--- config.mk ---
export PLATFORM = sky130hd
export DESIGN_NAME = bpd_back_flat
export DESIGN_NICKNAME = d
export VERILOG_FILES = /design/src/bpd_pkg.sv /design/src/bpd_if.sv /design/src/bpd_back.sv /design/src/flat_wrapper.sv
export SDC_FILE = /design/constraint.sdc
export NUM_CORES = 1
export LEC_CHECK = 0
export BUFFER_PORTS_ARGS = -buffer_cell sky130_fd_sc_hd__buf_2
export CORE_MARGIN = 2
export CORE_UTILIZATION = 50
export CTS_CLUSTER_SIZE = 24
export DETAILED_ROUTE_END_ITERATION = 16
export PLACE_DENSITY = 0.7
export SLEW_MARGIN = 10
export SYNTH_ARGS = -nofsm -noshare
export SYNTH_HDL_FRONTEND = slang
export SYNTH_SLANG_ARGS = --single-unit
--- constraint.sdc ---
create_clock -name clk -period 9.51 [get_ports clk]
set_input_delay 0.951 -clock clk [delete_from_list [all_inputs] [get_ports clk]]
set_output_delay 0.951 -clock clk [all_outputs]
set_load 0.005 [all_outputs]
--- src/bpd_pkg.sv ---
// bpd_pkg: shared types and constants of the bmp palette pixel decoder
// no dependencies; imported by the interfaces and every module of the block but bpd_ram

package bpd_pkg;

  // palette memory
  localparam int unsigned PAL_DEPTH = 256;
  localparam int unsigned PAL_AW    = $clog2(PAL_DEPTH);
  localparam int unsigned RGB_W     = 24;

  // field widths
  localparam int unsigned BYTE_W = 8;
  localparam int unsigned POS_W  = 12;
  localparam int unsigned CODE_W = 3;

  // queue between parser and output stage
  localparam int unsigned QDEPTH = 4;
  localparam int unsigned Q_AW   = $clog2(QDEPTH);
  localparam int unsigned Q_CW   = $clog2(QDEPTH + 1);

  // "BM" read little endian
  localparam logic [15:0] BMP_SIG = 16'd19778;

  // result kinds
  localparam logic KIND_PIXEL = 1'b0;
  localparam logic KIND_ERROR = 1'b1;

  typedef enum logic [CODE_W-1:0] {
    ERR_SIGNATURE = 3'd0,
    ERR_PLANES    = 3'd1,
    ERR_DEPTH     = 3'd2,
    ERR_COMPRESS  = 3'd3,
    ERR_HDR_SIZE  = 3'd4,
    ERR_DIMS      = 3'd5
  } bpd_err_t;

  // header byte positions at which a field is complete
  localparam logic [5:0] HB_SIG     = 6'd1;
  localparam logic [5:0] HB_HSIZE   = 6'd17;
  localparam logic [5:0] HB_WIDTH   = 6'd21;
  localparam logic [5:0] HB_HEIGHT  = 6'd25;
  localparam logic [5:0] HB_PLANES  = 6'd27;
  localparam logic [5:0] HB_DEPTH   = 6'd29;
  localparam logic [5:0] HB_COMPR   = 6'd33;
  localparam logic [5:0] HB_COLORS  = 6'd49;
  localparam logic [5:0] HB_END     = 6'd53;

  typedef struct packed {
    logic              kind;
    logic [CODE_W-1:0] error_code;
    logic [BYTE_W-1:0] red;
    logic [BYTE_W-1:0] green;
    logic [BYTE_W-1:0] blue;
    logic [POS_W-1:0]  row;
    logic [POS_W-1:0]  column;
    logic              last_pixel;
  } bpd_item_t;

  typedef struct packed {
    logic      valid;
    bpd_item_t item;
  } bpd_push_t;

endpackage

--- src/bpd_if.sv ---


interface bpd_out_if import bpd_pkg::*; ();
  logic              valid;
  logic              ready;
  logic              kind;
  logic [CODE_W-1:0] error_code;
  logic [BYTE_W-1:0] red;
  logic [BYTE_W-1:0] green;
  logic [BYTE_W-1:0] blue;
  logic [POS_W-1:0]  row;
  logic [POS_W-1:0]  column;
  logic              last_pixel;

  modport source (output valid, output kind, output error_code, output red, output green,
                  output blue, output row, output column, output last_pixel, input ready);
  modport sink (input valid, input kind, input error_code, input red, input green,
                input blue, input row, input column, input last_pixel, output ready);
endinterface

--- src/bpd_back.sv ---
// bpd_back: result queue and output register of the decoder
// depends on bpd_pkg and bpd_out_if

module bpd_back import bpd_pkg::*; (
  input  logic            clk,
  input  logic            rst_n,
  input  bpd_push_t       push,
  output logic [Q_CW-1:0] q_count,
  bpd_out_if.source       out_ch
);

  bpd_item_t       q_mem [QDEPTH];
  logic [Q_AW-1:0] wr_ptr_r, wr_ptr_nxt, rd_ptr_r, rd_ptr_nxt;
  logic [Q_CW-1:0] count_r, count_nxt;
  logic            out_valid_r, out_valid_nxt;
  bpd_item_t       out_item_r;
  logic            pop;

  assign pop = (count_r != '0) && (!out_valid_r || out_ch.ready);

  always_comb begin
    wr_ptr_nxt    = push.valid ? wr_ptr_r + Q_AW'(1) : wr_ptr_r;
    rd_ptr_nxt    = pop ? rd_ptr_r + Q_AW'(1) : rd_ptr_r;
    count_nxt     = count_r + Q_CW'(push.valid) - Q_CW'(pop);
    out_valid_nxt = pop || (out_valid_r && !out_ch.ready);
  end

  always_ff @(posedge clk) begin
    if (!rst_n) begin
      wr_ptr_r    <= '0;
      rd_ptr_r    <= '0;
      count_r     <= '0;
      out_valid_r <= 1'b0;
    end else begin
      wr_ptr_r    <= wr_ptr_nxt;
      rd_ptr_r    <= rd_ptr_nxt;
      count_r     <= count_nxt;
      out_valid_r <= out_valid_nxt;
    end
  end

  always_ff @(posedge clk) begin
    if (push.valid) begin
      q_mem[wr_ptr_r] <= push.item;
    end
    if (pop) begin
      out_item_r <= q_mem[rd_ptr_r];
    end
  end

  assign q_count           = count_r;
  assign out_ch.valid      = out_valid_r;
  assign out_ch.kind       = out_item_r.kind;
  assign out_ch.error_code = out_item_r.error_code;
  assign out_ch.red        = out_item_r.red;
  assign out_ch.green      = out_item_r.green;
  assign out_ch.blue       = out_item_r.blue;
  assign out_ch.row        = out_item_r.row;
  assign out_ch.column     = out_item_r.column;
  assign out_ch.last_pixel = out_item_r.last_pixel;

endmodule
--- src/flat_wrapper.sv ---
// flat-port wrapper written by rule: the top's interface ports become plain ports
module bpd_back_flat import bpd_pkg::*;
  (clk, rst_n, push, q_count, out_ch_valid, out_ch_kind, out_ch_error_code, out_ch_red, out_ch_green, out_ch_blue, out_ch_row, out_ch_column, out_ch_last_pixel, out_ch_ready);
  bpd_out_if out_ch_i ();
  input  logic clk;
  input  logic rst_n;
  input  bpd_push_t push;
  output logic [Q_CW-1:0] q_count;
  output wire logic [$bits(out_ch_i.valid)-1:0] out_ch_valid;
  output wire logic [$bits(out_ch_i.kind)-1:0] out_ch_kind;
  output wire logic [$bits(out_ch_i.error_code)-1:0] out_ch_error_code;
  output wire logic [$bits(out_ch_i.red)-1:0] out_ch_red;
  output wire logic [$bits(out_ch_i.green)-1:0] out_ch_green;
  output wire logic [$bits(out_ch_i.blue)-1:0] out_ch_blue;
  output wire logic [$bits(out_ch_i.row)-1:0] out_ch_row;
  output wire logic [$bits(out_ch_i.column)-1:0] out_ch_column;
  output wire logic [$bits(out_ch_i.last_pixel)-1:0] out_ch_last_pixel;
  input wire logic [$bits(out_ch_i.ready)-1:0] out_ch_ready;
  assign out_ch_valid = out_ch_i.valid;
  assign out_ch_kind = out_ch_i.kind;
  assign out_ch_error_code = out_ch_i.error_code;
  assign out_ch_red = out_ch_i.red;
  assign out_ch_green = out_ch_i.green;
  assign out_ch_blue = out_ch_i.blue;
  assign out_ch_row = out_ch_i.row;
  assign out_ch_column = out_ch_i.column;
  assign out_ch_last_pixel = out_ch_i.last_pixel;
  assign out_ch_i.ready = out_ch_ready;
  bpd_back u_core (.clk(clk), .rst_n(rst_n), .push(push), .q_count(q_count), .out_ch(out_ch_i));
endmodule
==> results_dict.tcl <==
set metrics [dict create \
    initial_core_util 0.515 \
    r2r_setup_slack_ns 7.20 \
    htree_levels 1 \
    max_cap_violations 0 \
    power_frac_seq 0.503 \
    layout_worst_path_cycle_share 0.252 \
    cts_hold_buf 0 \
    path_cells "buf_2 -> nor2b_1 -> nor2_4 -> ha_1 -> inv_1 -> ha_1 -> fa_1 -> xnor2_1 -> xnor2_1 -> and2_1" \
    arrival_ns 2.82 \
    gp_congestion 0.696 \
    cts_setup_buffers 0 \
    cts_buffers 28 \
    drive_above_1_share 0.418 \
    via_per_inst 5.25 \
    fin_nets 573 \
    hold_viol_final 0 \
    grt_usage 0.163 \
    avgRoutedWirePerCell_um 20.6 \
    p_leak_nw 3.88 \
    drtIter0Drc 259 \
    clock-sinks 273 \
    vias 4149 \
    seq_area_frac_synth 0.835 \
    power_density_nw_per_um2 289 \
    r2r_start "u_core.q_count[1]" \
    die_x_um 143 \
    synth.avg_cell_area_um2 25.9 \
    final_core_util 0.606 \
    grt_max_degree 54 \
    required_ns 9.93 \
    drc 0 \
    status "finished clean" \
    critPathCaptureType "flop" \
    synth_area_leaders "edfxtp_1 82%, mux4_2 12%, dfxtp_1 1.6%" \
    clkPwrFrac 0.325 \
    dr.pass1.iters 4 \
    setup_viol 0 \
    placed_area_um2 10500 \
    hold_class "flop to flop" \
    worstMarginPinSlew_ns 0.876 \
    startpoint "out_ch_ready" \
    relSlewSlack 0.416 \
    yosys_warnings 0 \
    routed_wl_um 16300 \
    clock_path_buffers 3 \
    cts_root_buf "clkbuf_16" \
    grt_overflow 0 \
    clk_latency_ns 0.53 \
    hpwl_um 8610 \
    synthCells 375 \
    start_kind "primary input" \
    cts-resized-gates 0 \
    reg2regPathDepth 9 \
    peakVddDrop_mv 0.304 \
    crit_type "primary input to flop" \
    worstPathMaxFanout 5 \
    r2r-end "u_core.q_count[2]" \
    synth_top_area_frac 0.819 \
    switching_share 0.246 \
    area_growth_pct 17.8 \
    period_needed_ns 2.39 \
    clk_pin_slew_ns 0.06 \
    final_common_cell "edfxtp_1" \
    tns_ns 0 \
    yosysTopAreaCell "edfxtp_1" \
    final_cell_mix "265 x edfxtp_1, 113 x buf_2, 53 x mux4_2" \
    ys_seq_elements 273 \
    postLayoutCellArea_um2 11500 \
    clock.fmax_mhz 418 \
    skew_ns 0.00692 \
    crit_slowest_cell "nor2b_1" \
    ant_nets 0 \
    port_buffers 113 \
    rsz0062_at_grt "false" \
    yosysUniqueCellTypes 23 \
    crit_path_max_incr_delay_ns 0.38 \
    critical_path.endpoint "u_core.q_count[2]" \
    synth.net_count 439 \
    cts_tree "yes" \
    finalMaxSlewViolations 0 \
    switchingPower_w 0.000816 \
    die_h_um 143 \
    p_int_w 0.00250 \
    power_frac_comb 0.172 \
    grt_pass1_wl_um 25000 \
    antennaDiodeCount 0 \
    io_pins 114 \
    grt_pass1_vias 4528 \
    grt_antenna_before_repair 1 \
    rows 50 \
    core_um2 18900 \
    syn-cell-area_um2 9720 \
    total_power_w 0.00332 \
    dieArea_um2 20600 \
]
-- cell usage after synthesis --
cell,count
edfxtp_1,265
mux4_2,53
and2_1,8
dfxtp_1,8
buf_2,7
ha_1,6
inv_1,6
buf_12,4
mux2i_1,2
nor2b_1,2
xnor2_1,2
a21boi_0,1
buf_6,1
fa_1,1
nand2_1,1
nand2b_1,1
nor2_1,1
nor3_1,1
nor3b_1,1
o21ai_0,1
o41a_1,1
or3_1,1
xor2_1,1
-- per-stage QoR --
step / hold WS (ns) / std cells / worst slack (ns)
final: 0.574 / 791 / 7.12
after global routing: 0.602 / 791 / 6.99
after CTS: 0.581 / 791 / 7.14
after detailed placement: 0.559 / 739 / 6.58
after global placement: 0.526 / 739 / 6.71
after floorplan: 0.528 / 375 / 4.81
-- critical path: cells and delay by family --
kind	cells	cell delay [ns]
XOR/XNOR	2	0.27
adder cells (fa/ha/maj)	3	0.85
buffers and inverters	2	0.14
AND/OR/NAND/NOR	3	0.61
-- power by group through the flow --
stage / logic, W / clock network, W / registers (W)
5_1_grt: 0.000626 / 0.00115 / 0.00169
6_report: 0.000571 / 0.00108 / 0.00167
3_5_place_dp: 0.000588 / 0 / 0.00170
2_1_floorplan: 0.000401 / 0 / 0.00166
4_1_cts: 0.000586 / 0.00110 / 0.00168
3_3_place_gp: 0.000571 / 0 / 0.00170
-- cell families after synthesis --
family,share of synthesized area
multiplexers,0.125
XOR/XNOR,0.00270
flip-flops,0.835
adder cells (fa/ha/maj),0.00978
AND/OR/NAND/NOR,0.00978
AO/OA/AOI/OAI,0.00245
buffers and inverters,0.0153
-- sequential cells by signal (all words and copies together), names as in the netlist --
name	count
u_core.out_ch.blue	8
u_core.out_ch.column	12
u_core.out_ch.error_code	3
u_core.out_ch.green	8
u_core.out_ch.kind	1
u_core.out_ch.last_pixel	1
u_core.out_ch.red	8
u_core.out_ch.row	12
u_core.out_ch.valid	1
u_core.q_count	3
u_core.q_mem	212
u_core.rd_ptr_r	2
u_core.wr_ptr_r	2
-- layer usage --
metal	vias up	wire, µm	track usage
li1	1845	-	-
met1	2147	7020	0.221
met2	124	7980	0.270
met3	31	903	0.0370
met4	2	373	0.0428
met5	-	7	0
-- cell type report --
class                      count  area (µm²)
tap                          260         325
inverter                       6        22.5
timing repair buffer         116         588
sequential                   273        8120
multi-input combinational     84        1470
clock inverter                22         193
clock buffer                  30         729
fill                        1360        7440
-- worst min path at each step --
stage / from / cells after the start / slack [ns] / end
2_1_floorplan: u_core.wr_ptr_r[1] / 2 / 0.53 / u_core.wr_ptr_r[1]
3_3_place_gp: u_core.q_count[0] / 1 / 0.53 / u_core.out_ch.valid
3_5_place_dp: u_core.q_count[1] / 1 / 0.56 / u_core.out_ch.valid
4_1_cts: u_core.q_count[2] / 1 / 0.58 / u_core.out_ch.valid
5_1_grt: u_core.q_count[2] / 1 / 0.60 / u_core.out_ch.valid
6_report: u_core.q_count[2] / 1 / 0.57 / u_core.out_ch.valid
(Power assumes the default switching activity.)
